--- src/hw/rtl/bfie_ram.sv ---
// Generic RAM with one write port and one registered read port.
module bfie_ram #(
  parameter int unsigned WIDTH = 8,
  parameter int unsigned DEPTH = 256
) (
  input  logic                     clk_i,
  input  logic                     we_i,
  input  logic [$clog2(DEPTH)-1:0] waddr_i,
  input  logic [WIDTH-1:0]         wdata_i,
  input  logic [$clog2(DEPTH)-1:0] raddr_i,
  output logic [WIDTH-1:0]         rdata_o
);

  logic [WIDTH-1:0] mem [DEPTH];
  logic [WIDTH-1:0] rdata_q;

  // Write and read the array
  always_ff @(posedge clk_i) begin
    if (we_i) begin
      mem[waddr_i] <= wdata_i;
    end
    rdata_q <= mem[raddr_i];
  end

  assign rdata_o = rdata_q;

endmodule

--- config.mk ---
export PLATFORM = sky130hd
export DESIGN_NAME = bfie_ram
export DESIGN_NICKNAME = d
export VERILOG_FILES = /design/src/hw/rtl/bfie_ram.sv
export SDC_FILE = /design/constraint.sdc
export NUM_CORES = 2
export LEC_CHECK = 0
export BUFFER_PORTS_ARGS = -buffer_cell sky130_fd_sc_hd__buf_2
export CAP_MARGIN = 20
export CELL_PAD_IN_SITES_DETAIL_PLACEMENT = 0
export CELL_PAD_IN_SITES_GLOBAL_PLACEMENT = 1
export CORE_MARGIN = 8
export CORE_UTILIZATION = 56
export DETAILED_ROUTE_END_ITERATION = 6
export PLACE_DENSITY_LB_ADDON = 0.2
export SYNTH_ARGS = -nofsm -noshare
export SYNTH_HDL_FRONTEND = slang
export SYNTH_SLANG_ARGS = --single-unit
export TNS_END_PERCENT = 10
--- constraint.sdc ---
create_clock -name clk_i -period 2.6 [get_ports clk_i]
set_input_delay 0.13 -clock clk_i [delete_from_list [all_inputs] [get_ports clk_i]]
set_output_delay 0.13 -clock clk_i [all_outputs]
set_load 0.05 [all_outputs]
# ---- Yosys cells after proc, flatten, opt, wreduce, memory -nomap -nowiden
# Memory sizes are Yosys's and may differ from the RTL's. A register that Yosys moved wholly into a read port is not among the register bits.
# Index checks and enable logic that the tools add are counted.
dict set report totals {
  reg_bits 0
  latch_bits 0
  ram_bits 2048
  mem_bits_ro 0
  word_cells 3
  memories 1
}
# memory words word_bits rd rd_ports_with_merged_regs write_ports line
set memory_table {}
lappend memory_table {mem 256 8 1 1 1 14} ;# logic [WIDTH-1:0] mem [DEPTH];
dict set report op_classes {
  addsub 0
  mul 0
  div 0
  order_cmp 0
  eq_ne 0
  n_shift 0
  mux 2
  bitwise 0
  reduce_logical 0
}
# op count
set op_table {}
lappend op_table {{2-to-1 mux 1 bit} 2}

# ---- Depth between registers and ports, before layout
dict set report logic_depth {
  depth_word 2
  mapped_depth 11
}

# ---- Least setup slack after synthesis
# No wires, ideal clock.
dict set report synth_timing {
  kind {input to register}
  start {in raddr_i[0]}
  end {reg rdata_q[2], in the netlist rdata_o[2], read port of mem}
  arrival_ps 1937
  path_slack_ps 532
  path_stages 9
  path_cell_list {buf_6 buf_12 buf_8 buf_2 mux4_2 a22oi_1 a21oi_1 nor4_1 nor4_2}
}
# item line
set synth_lines {}
lappend synth_lines {{from (decl)} 10} ;# input logic [$clog2(DEPTH)-1:0] raddr_i,
lappend synth_lines {{to (decl)} 15} ;# logic [WIDTH-1:0] rdata_q;

==> results summary <==
The vertical die dimension is 392.9 µm. The count of endpoints failing hold in the final timing report came out at 0. Setup repair after global routing left no endpoint under its margin. The combined area of all synthesized cells is 0.07956 mm². The synthesis warning total is 0.

In the synthesized netlist the async set-or-reset flop fraction comes to 0%. The total global routing track utilization came out at 26.03%. The number of flops mapped to enable cells by yosys is 2,048. In this run the clock root is driven by a clkbuf_16. The largest net degree at the start of global routing came out at 109.

Once layout is done, the placed cells without fillers occupy 0.09322 mm². The fmax is 397.7 MHz. The fraction of synthesized cell area in xor and xnor cells is 0%.

The iteration count of the initial detailed-routing pass is 6. The I/O pin count came out at 34. The most repeated cell in the gate-level netlist after synthesis is edfxtp_1. Across the routed clock network, the largest skew measured is 0.04518 ns.

The path class of the lowest-slack min-delay path is in2reg. The initial antenna violation count is 11. The number of rows in the core area is 138.

The critical path arrival is 3.18 ns. After layout, the minimum clock period comes to 2.515 ns. The launching element type of the critical path is a flip-flop. The data required time of the critical path came out at 3.27 ns.

The maximum vdd drop is 0.6685 mV. In the final layout, the share of cells above drive strength 1 is 31.27%. The total number of nets in the final design came out at 4,397.

Among all flip-flop cells after synthesis, the most frequent one is edfxtp_1. The count of routing violations after the opening detailed-route iteration came out at 5,139. The number of nets in the synthesized netlist came out at 3,759.

TritonCTS built the clock tree. The dominant cell type by area after synthesis is edfxtp_1. The cell area after placement is 0.08655 mm². The detailed-route via count is 41,230. The complex-gate fraction of the synthesized area is 3.419%. The number of vias per cell is 6.401. Synthesis produced 3,733 cells. For this configuration, the core starts out at a cell density of 56.33%. The placer congestion estimate is 0.8626. The horizontal die dimension is 392.9 µm. The area share of the largest cell type after synthesis came out at 77.30%.

The post-detailed-route wirelength per cell is 31.04 µm. The number of remaining DRC errors came out at 0. The global-route congestion overflow total came out at 0. The leakage power summed over all cells is 30.23 nW. The worst hold slack is 0.01005 ns. The number of library cell types mapped by synthesis is 55. The number of pins exceeding their max-slew limit in the final report came out at 0.

The post-CTS setup-driven buffer insertion count is 0. The number of violations of the max-capacitance limit came out at 0. By area, the combinational part of the netlist is dominated by multiplexers. The later pin in the worst-skew pair is clocked with a latency of 0.84 ns. The H-tree was split into 4 levels. In this run the deepest clock path goes through 3 buffers. The post-DP HPWL is 128,900 µm. Each instance of the synthesized netlist takes up on average 21.31 µm². The commonest cells after synthesis are 2,048 x edfxtp_1, 454 x mux4_2, 282 x nor2_1. The placement-stage worst setup slack is -0.9365 ns. Yosys attributes the largest share of cell area to edfxtp_1 77%, mux4_2 13%, mux2i_1 1.7%. The slew at the pin closest to its max-slew limit is 1.004 ns. The first global-routing pass estimated 289,600 µm of wire. The post-route antenna net violation count came out at 0. The sequential fraction of the synthesis area is 77.50%. After Yosys synthesis, full adders, half adders and majority gates account for 0% of the synthesized area. The sum of routed wire length over all layers is 199,900 µm. The core region is 0.1412 mm². The endpoint kind of the worst setup timing path is a flip-flop.

Of all nets on the critical path, the largest fanout is 1. Compared with the post-synthesis result, the final layout area differs by 17.18%. The flow ran to the end, and the final reports show no timing, DRC or antenna violations. The count of port buffers added during placement came out at 33. In this run, synthesis produced a sequential element count of 2,056. Setup violations remaining at the end of the flow were counted as 0.

The share of the cycle needed by the critical path after routing came out at 96.72%. The basic-gate share of the synthesized area counting and, or, nand and nor cells came out at 2.628%. The number of global-route vias before repair is 41,920. The setup slack of the critical path after layout came out at 0.08536 ns. The power density over cell area is 740.3 mW/mm². Counting the buffers created by CTS gives 196. The worst pin sits at a relative slew slack of 32.50%. The post-CTS clock slew at the launch and capture registers of the worst setup and hold paths is 0.07 ns.

The clock sink count is 2,056. The critical path start-end classification is reg2reg. The full die area came out at 0.1544 mm². In the synthesized netlist, mux cells make up 14.62% of the area.
## path summary, 6_finish.rpt
path              slack, ns        from           to  cells past startpoint
setup reg to reg       0.09  mem[19][3]   rdata_o[3]                      7
setup / recovery       0.09  mem[19][3]   rdata_o[3]                      7
hold / removal         0.01  wdata_i[3]  mem[143][3]                      1
hold reg to reg        1.13  mem[12][6]   rdata_o[6]                      7
## sequential cells by signal, indices dropped and copies added (netlist names)
| name | flops |
|---|---|
| mem | 2048 |
| rdata_o | 8 |
## worst max-delay path: stages, from the launching register on
cell      delay, ns
edfxtp_1       0.37
mux4_2         0.52
a22o_1         0.21
a221oi_1       0.42
o221ai_1       0.31
a211oi_1       0.26
buf_4          0.21
nor4_1         0.05
## layout by cell type (no fill, tap or decap), types with 11 or more instances in the layout
cell type	n
edfxtp_1	2048
buf_4	546
mux4_2	454
nor2_1	279
clkbuf_16	202
mux2i_1	134
a22oi_1	133
a21oi_1	96
buf_12	84
clkinv_1	52
o221ai_1	46
clkbuf_1	40
nand3_1	34
nand2_1	33
clkinv_2	33
o22ai_1	28
nor2b_1	28
bufinv_16	25
buf_2	22
nor3_1	20
nor4_1	20
a211oi_1	16
a221oi_1	11
dlygate4sd3_1	11
## per-stage QoR
stage	TNS [ns]	cells	utilization [%]	power, W
3_5_place_dp	-3.427	6052	61.28	0.04112
4_1_cts	-0.004959	6431	65.98	0.06939
3_3_place_gp	-4.240	6052	61.27	0.04104
2_1_floorplan	0	3733	-	0.03913
5_1_grt	0	6432	65.99	0.07077
6_report	0	6440	66.00	0.06901
## report_power, final
group | total, W | internal, W | switching [W] | leakage, nW
clock network | 0.0286 | 0.0167 | 0.0119 | 3.17
registers | 0.0366 | 0.0365 | 0.0000556 | 18.5
logic | 0.00385 | 0.00151 | 0.00234 | 8.59
total | 0.0690 | 0.0547 | 0.0143 | 30.2
## logic make-up (layout without fill, tap and decap cells)
kind of cell / count (synthesis) / count (layout)
other: 0 / 9
buffers and inverters: 235 / 1043
and+or+nand+nor: 466 / 466
AOI/OAI and AO/OA: 385 / 385
muxes: 591 / 591
DFF: 2056 / 2056
## final cells by class
class / count / area, µm²
flip-flops and latches: 2056 / 61660
fillers: 9177 / 48020
multi-input cells: 1442 / 16540
repair buffers: 673 / 6141
clock buffers: 242 / 5205
well taps: 1890 / 2365
clock inverters: 126 / 1287
diodes: 9 / 22.52
inverters: 2 / 7.507
## per-layer routing
| metal | up-vias | wire (µm) | track usage (%) |
|---|---|---|---|
| li1 | 16990 | - | - |
| met1 | 21820 | 78430 | 36.79 |
| met2 | 2120 | 97970 | 42.25 |
| met3 | 299 | 18420 | 4.998 |
| met4 | 4 | 5020 | 7.168 |
| met5 | - | 24 | 0 |
## repair_timing
| item | 4_1_cts | 5_1_grt |
|---|---|---|
| hold buffers | 11 | 0 |
| gates resized for setup | 6 | 1 |
| setup endpoints to repair | 5 | 1 |
| endpoints found under the hold margin | 370 | 0 |
No activity file was read; power rests on OpenSTA's default activity.
