[config.mk]
export PLATFORM = sky130hd
export DESIGN_NAME = bfie_alu
export DESIGN_NICKNAME = d
export VERILOG_FILES = /design/src/hw/rtl/bfie_alu.sv
export SDC_FILE = /design/constraint.sdc
export NUM_CORES = 1
export LEC_CHECK = 0
export ABC_AREA = 1
export BUFFER_PORTS_ARGS = -buffer_cell sky130_fd_sc_hd__buf_2
export CORE_AREA = 2 2 70 45
export DETAILED_ROUTE_END_ITERATION = 10
export DIE_AREA = 0 0 72 47
export GPL_TIMING_DRIVEN = 0
export PLACE_DENSITY = 0.84
export SKIP_LAST_GASP = 1
export SLEW_MARGIN = 5
export SYNTH_ARGS = -nofsm -noshare
export SYNTH_HDL_FRONTEND = slang
export SYNTH_SLANG_ARGS = --single-unit
[constraint.sdc]
create_clock -name vclk -period 3.8
set_input_delay 0.76 -clock vclk [all_inputs]
set_output_delay 0.76 -clock vclk [all_outputs]
set_load 0.02 [all_outputs]
[src/hw/rtl/bfie_alu.sv]
// Shared increment/decrement unit with a less-than compare.
module bfie_alu #(
  parameter int unsigned W = 16
) (
  input  logic [W-1:0] a_i,
  input  logic         dec_i,
  input  logic [W-1:0] b_i,
  input  logic         cmp_sum_i,
  output logic [W-1:0] sum_o,
  output logic         lt_o
);

  logic [W-1:0] lhs;

  // Step by one in either direction
  assign sum_o = dec_i ? (a_i - W'(1)) : (a_i + W'(1));

  // Compare the operand or the stepped value against the bound
  assign lhs  = cmp_sum_i ? sum_o : a_i;
  assign lt_o = (lhs < b_i);

endmodule

# Word-level counts from Yosys, hierarchy flattened
# Cells that the tools add are included.
[word_totals]
register_bits = 0
input_bits = 34
[classes]
n_addsub = 2
n_lt_le_gt_ge = 1
muxes = 2
[op_table]
columns = ["op", "count"]
rows = [
  ["$mux W16", 2],
  ["$add A16 B1 Y16 const B", 1],
  ["$lt A16 B16 Y1", 1],
  ["$sub A16 B1 Y16 const B", 1],
]

# Logic depth before layout (Yosys ltp)
# Gate-level depths: netlist of the first run.
[depth]
depth_word = 4
depth_mapped = 17
depth_no_buf = 17

# Least setup slack after synthesis of the first run
# No wires, ideal clock.
[synth_timing]
path_type = "input port to output port"
startpoint = "input a_i[2]"
endpoint = "output lt_o"
t_arrival_ps = 2954
setup_slack_ps = 86
cell_stages = 14
cell_sequence = "ha_1 -> a21oi_1 -> nand2_1 -> nand2_1 -> nand2_2 -> xor2_1 -> nand2_1 -> nand2_1 -> ha_1 -> a21oi_1 -> nor2_1 -> a211oi_1 -> nand2_1 -> a21oi_1"
[synth_between]
elab_chain_cells = 4
elab_cells_between_ends = 5
classes_between = "add/sub: 2; order compare: 1; mux: 2"
[synth_rtl]
columns = ["element", "line_no", "rtl"]
rows = [
  ["start, declared", "5", "input logic [W-1:0] a_i,"],
  ["$add A16 B1 Y16 or $sub A16 B1 Y16 (tied branches)", "16", "assign sum_o = dec_i ? (a_i - W'(1)) : (a_i + W'(1));"],
  ["$mux W16 (*)", "16", ""],
  ["net sum_o[5]", "9", "output logic [W-1:0] sum_o,"],
  ["$mux W16 (*)", "19", "assign lhs = cmp_sum_i ? sum_o : a_i;"],
  ["$lt A16 B16 Y1 (*)", "20", "assign lt_o = (lhs < b_i);"],
  ["end, declared", "10", "output logic lt_o"],
]
# The timed path passes the listed nets; every way through them passes the cells marked *.

# Worst setup path in the final report of the first run
[layout_timing]
startpoint = "input dec_i"
endpoint = "output lt_o"
[layout_between]
elab_chain_cells = 3
[layout_rtl]
columns = ["element", "line_no", "rtl"]
rows = [
  ["start, declared", "6", "input logic dec_i,"],
  ["$mux W16", "16", ""],
  ["$mux W16", "19", ""],
  ["$lt A16 B16 Y1", "20", ""],
]
# No other way between the ends.

==> results.txt, run 1 <==
Yosys cell types -> 21
Placement Rows -> 15
All-Layer GR Usage -> 25.5%
Req. time, crit path -> 3040 ps
die width -> 72 um
layout cells sized above 1 -> 35.7%
clock period minus worst slack -> 3770 ps
Post-DRT Antenna Nets -> 0
largest net degree at the start of global routing -> 17
global route total overflow -> 0
Slew Viols, Final -> 0
arrival time worst endpoint -> 3010 ps
fin crit share -> 99.3%
DP Wirelength -> 3300 um
Top Ports -> 51
Antenna Cells -> 0
Final Hold Viols -> 0
Hold-fix buffers, CTS -> 0
Crit Path Class -> in2out
clock buffers -> 0
first-pass GRT wire length -> 6820 um
Worst Tran Pin Value -> 551 ps
Final Power -> 438 uW
Syn Area/Cell -> 5.41 um^2
Port Buf Inserts -> 50
Via density -> 5.58
Routed WL -> 5490 um
initial antenna violation count -> 0
Worst setup EP type -> output pin
area occupied by registers -> 0 um^2
routability-driven placement congestion ratio -> 0.894
HP Class -> in2out
core area -> 0.00276 mm^2
outcome -> completed
Worst slew margin -> 63.3%
area grow syn2layout -> 47.3%
crit path launch type -> input pin
Mapped Nets -> 330
unrepaired setup endpoints after global routing -> true
hold path start -> a_i[0]
Layout Nets -> 385
final non-filler cell total -> 353
max cap viols -> 0
post-synthesis sequential area ratio -> 0%
FF+latch count -> 0
post-synthesis cell count -> 266
placed insts -> 350
crit path max fanout -> 8
cell area power density -> 207 mW/mm^2
Starting DRT DRC Count -> 201
Starting Density -> 52.2%
post-synthesis cell area -> 0.00144 mm^2
vias in the first global route -> 1,551
Die Y -> 47 um
via count -> 1,969
number of detailed-routing iterations run before antenna repair -> 5
die area -> 0.00338 mm^2
Leakage -> 0.00118 uW
Fmax achieved -> 265 MHz
Util after Layout -> 76.8%
# setup viols final -> 0
Critical path origin -> dec_i
Synthesis Warnings -> 0
Residual DRC -> 0
maximum vdd drop -> 0.119 mV
Routed WL per cell -> 15.6 um
[area by class of cell]
| class | count | area, um^2 |
|---|---|---|
| multi-input cells | 219 | 1580 |
| fillers | 195 | 639 |
| repair buffers | 53 | 315 |
| inverters | 44 | 165 |
| well taps | 34 | 42.5 |
| plain buffers | 3 | 15.0 |
[power by group]
group	total (uW)	switching [uW]	leakage [uW]	internal, uW
Sequential	0	0	0	0
Combinational	438	263	0.00119	176
Clock	0	0	0	0
Total	438	263	0.00119	176
[repair_timing]
| action | CTS | global route |
|---|---|---|
| gates resized for setup | 20 | 39 |
| cloned | 0 | 1 |
| pin swaps | 0 | 14 |
| endpoints found under the setup margin | 1 | 1 |
| endpoints found under the hold margin | 0 | 0 |
| setup buffers | 0 | 2 |
[cells in the final DEF (no fill, tap or decap), drive strengths merged, types with 2 or more instances in the layout]
cell	instances
xor2	7
o21ai	3
clkbuf	3
nand3	16
buf	53
and2	8
a21oi	18
nor3	4
nand3b	3
inv	44
ha	29
a211oi	2
nand2	115
nor2	10
[path summary, 6_finish.rpt]
path / end / slack [ps] / depth (start not counted)
worst max-delay path: lt_o / 30 / 19
worst min-delay path: sum_o[0] / 1870 / 3
[through the flow]
step / setup slack [ps] / area, um^2 / setup TNS, ps / hold WS, ps
after floorplan: 86.3 / 1440 / 0 / 1600
after global placement: -221 / 1730 / -221 / 1860
after detailed placement: -276 / 1730 / -276 / 1870
after CTS: 24.0 / 1870 / 0 / 1870
after global routing: -81.1 / 2120 / -81.1 / 1900
final: 25.9 / 2120 / 0 / 1870
[critical path, cell delays in order]
cell      delay, ps
buf_16          130
ha_4            310
nand2_1         110
inv_1           110
nand2_1          70
inv_1            70
and2_1          140
nand2_2          60
nand2_1          70
nand2_1          60
nand3_1          80
nand2_2          80
ha_4            220
nand2_1          70
nor2_1           50
a211oi_2        200
o21ai_1         110
a21oi_1         140
buf_4           160
[cells by family (layout without fill, tap and decap cells)]
family / Yosys count / in the layout / synth area share, %
xor gates and xnor gates: 8 / 8 / 4.87
AOI/OAI and AO/OA: 24 / 24 / 8.87
buffers and inverters: 47 / 100 / 12.5
and+or+nand+nor: 157 / 157 / 47.1
adders and majority gates: 30 / 30 / 26.6
[synth_stat cells]
| cell | number | area, um^2 |
|---|---|---|
| clkbuf_1 | 2 | 7.51 |
| inv_2 | 4 | 15.0 |
| ha_1 | 29 | 363 |
| o21a_1 | 1 | 7.51 |
| o21ai_0 | 3 | 15.0 |
| fa_1 | 1 | 20.0 |
| buf_4 | 1 | 7.51 |
| inv_1 | 40 | 150 |
| a211oi_1 | 2 | 15.0 |
| nand4_1 | 1 | 6.26 |
| nand3b_1 | 3 | 22.5 |
| nand2_2 | 6 | 37.5 |
| xnor2_1 | 1 | 8.76 |
| a21oi_1 | 18 | 90.1 |
| nand2_1 | 109 | 409 |
| xor2_1 | 7 | 61.3 |
| nor3_1 | 1 | 5.00 |
| nor2_1 | 10 | 37.5 |
| nand3_1 | 16 | 80.1 |
| and2_1 | 8 | 50.1 |
| nor3_2 | 3 | 30.0 |
[routing by layer]
metal  vias to the layer above  part of all wire (%)  GRT usage (%)
li1                        940                     -              -
met1                       881                    45           38.2
met2                       127                    45           40.9
met3                        21                   8.2           2.58
met4                         0                   2.5           3.02
met5                         -                     0              0
(Power assumes the default switching activity.)
==> inputs of run 2 (changes only) <==
BUFFER_PORTS_ARGS = -buffer_cell sky130_fd_sc_hd__buf_4   (was -buffer_cell sky130_fd_sc_hd__buf_2)
==> results.txt, run 2 (synthesis results as in run 1) <==
outcome -> completed (unchanged)
Final Power -> 447 uW (was 438 uW)
Flop pwr share -> 0% (about the same)
Placement Rows -> 15 (unchanged)
vias in the first global route -> 1,495 (was 1,551)
Starting Density -> 52.2% (unchanged)
Starting DRT DRC Count -> 125 (was 201)
Hold-fix buffers, CTS -> 0 (unchanged)
Via density -> 5.30 (was 5.58)
placed insts -> 350 (unchanged)
Routed WL per cell -> 13.6 um (was 15.6 um)
clock share of power -> 0% (about the same)
Fmax achieved -> 269 MHz (was 265 MHz)
arrival time worst endpoint -> 2960 ps (was 3010 ps)
Critical path origin -> dec_i (unchanged)
HP Class -> in2out (unchanged)
internal power -> 198 uW (was 176 uW)
Antenna Cells -> 0 (unchanged)
largest net degree at the start of global routing -> 17 (unchanged)
WHS Endpoint -> sum_o[0] (unchanged)
die area -> 0.00338 mm^2 (unchanged)
Hold Path Cell Cnt -> 3 (unchanged)
Crit Path Class -> in2out (unchanged)
clock period minus worst slack -> 3720 ps (was 3770 ps)
Comb pwr share -> 100.0% (about the same)
Worst Tran Pin Value -> 498 ps (was 551 ps)
crit path max fanout -> 8 (unchanged)
crit path launch type -> input pin (unchanged)
Leakage -> 0.00123 uW (was 0.00118 uW)
via count -> 1,880 (was 1,969)
first-pass GRT wire length -> 6650 um (was 6820 um)
Psw -> 249 uW (was 263 uW)
die width -> 72 um (unchanged)
DP Wirelength -> 3290 um (was 3300 um)
Worst slew margin -> 66.8% (was 63.3%)
commonest cells after routing, fill and taps aside -> 101 x nand2_1, 54 x buf_4, 39 x inv_1 (was 95 x nand2_1, 48 x buf_2, 40 x inv_1)
All-Layer GR Usage -> 24.8% (was 25.5%)
area grow syn2layout -> 53.0% (was 47.3%)
final non-filler cell total -> 355 (was 353)
layout cells sized above 1 -> 33.0% (was 35.7%)
routability-driven placement congestion ratio -> 0.900 (was 0.894)
Routed WL -> 4840 um (was 5490 um)
clock buffers -> 0 (unchanged)
Req. time, crit path -> 3040 ps (about the same)
area occupied by registers -> 0 um^2 (unchanged)
global route total overflow -> 0 (unchanged)
Post-DRT Antenna Nets -> 0 (unchanged)
hold path start -> a_i[0] (unchanged)
initial antenna violation count -> 0 (unchanged)
FF+latch count -> 0 (unchanged)
Slew Viols, Final -> 0 (unchanged)
Residual DRC -> 0 (unchanged)
Layout Nets -> 387 (was 385)
Port Buf Inserts -> 50 (unchanged)
max cap viols -> 0 (unchanged)
commonest non-fill, non-tap cell in the layout -> nand2_1 (unchanged)
Die Y -> 47 um (unchanged)
Worst setup EP type -> output pin (unchanged)
Final Hold Viols -> 0 (unchanged)
fin crit share -> 97.9% (was 99.3%)
cell area power density -> 203 mW/mm^2 (was 207 mW/mm^2)
Top Ports -> 51 (unchanged)
number of detailed-routing iterations run before antenna repair -> 5 (unchanged)
sw frac -> 55.7% (was 59.9%)
# setup viols final -> 0 (unchanged)
maximum vdd drop -> 0.117 mV (was 0.119 mV)
core area -> 0.00276 mm^2 (unchanged)
[run 2: power by group through the flow]
stage	Sequential (uW)	Clock (uW)	Combinational (uW)
after floorplan	0	0	239
after global placement	0	0	359
after detailed placement	0	0	365
after CTS	0	0	391
after global routing	0	0	491
final	0	0	447
[run 2: per-stage QoR]
step | area [um^2] | utilization (%) | hold WS [ps] | worst slack, ps | TNS, ps
floorplan | 1440 | - | 1600 | 86.3 | 0
global placement | 1860 | 67.3 | 1830 | -109 | -109
detailed placement | 1860 | 67.3 | 1840 | -151 | -151
CTS | 2010 | 73.0 | 1840 | 17.7 | 0
global route | 2200 | 79.8 | 1860 | -25.3 | -25.3
finish | 2200 | 79.8 | 1840 | 79.7 | 0
[run 2: worst max-delay path: stages]
cell       delay [ps]
clkbuf_16         160
ha_4              250
nand2_1           120
inv_2              70
a21oi_2           150
nand2_2           100
xor2_2            160
nand2_1            80
nand2_1            90
ha_1              330
nand2_1            90
nor2_1             50
a211oi_2          150
nand2_1           110
a21oi_2           130
buf_4             150
[run 2: cell type report]
cell class         count  area (um^2)
fillers              190          557
well taps             34         42.5
repair buffers        55          450
inverters             44          165
plain buffers          3         15.0
multi-input cells    219         1530
[run 2: repair_timing]
item	4_1_cts	5_1_grt
gates resized for setup	17	29
setup buffers	0	4
setup endpoints to repair	1	1
gates cloned	0	1
pin swaps	0	8
[run 2: worst max-delay path by stage]
| stage | to | slack (ps) | depth (start not counted) |
|---|---|---|---|
| after global routing | lt_o | -30 | 16 |
| after global placement | lt_o | -110 | 17 |
| after CTS | lt_o | 20 | 17 |
| after floorplan | lt_o | 90 | 14 |
| after detailed placement | lt_o | -150 | 15 |
| final | lt_o | 80 | 16 |
[run 2: layer usage]
metal | GRT usage, % | vias up | share of wire [%] | wire (um)
li1 | - | 953 | - | -
met4 | 0.755 | 0 | 0.64 | 31
met5 | 0 | - | 0 | 0
met3 | 0 | 4 | 8.9 | 430
met1 | 39.9 | 828 | 47 | 2260
met2 | 39.1 | 95 | 44 | 2120
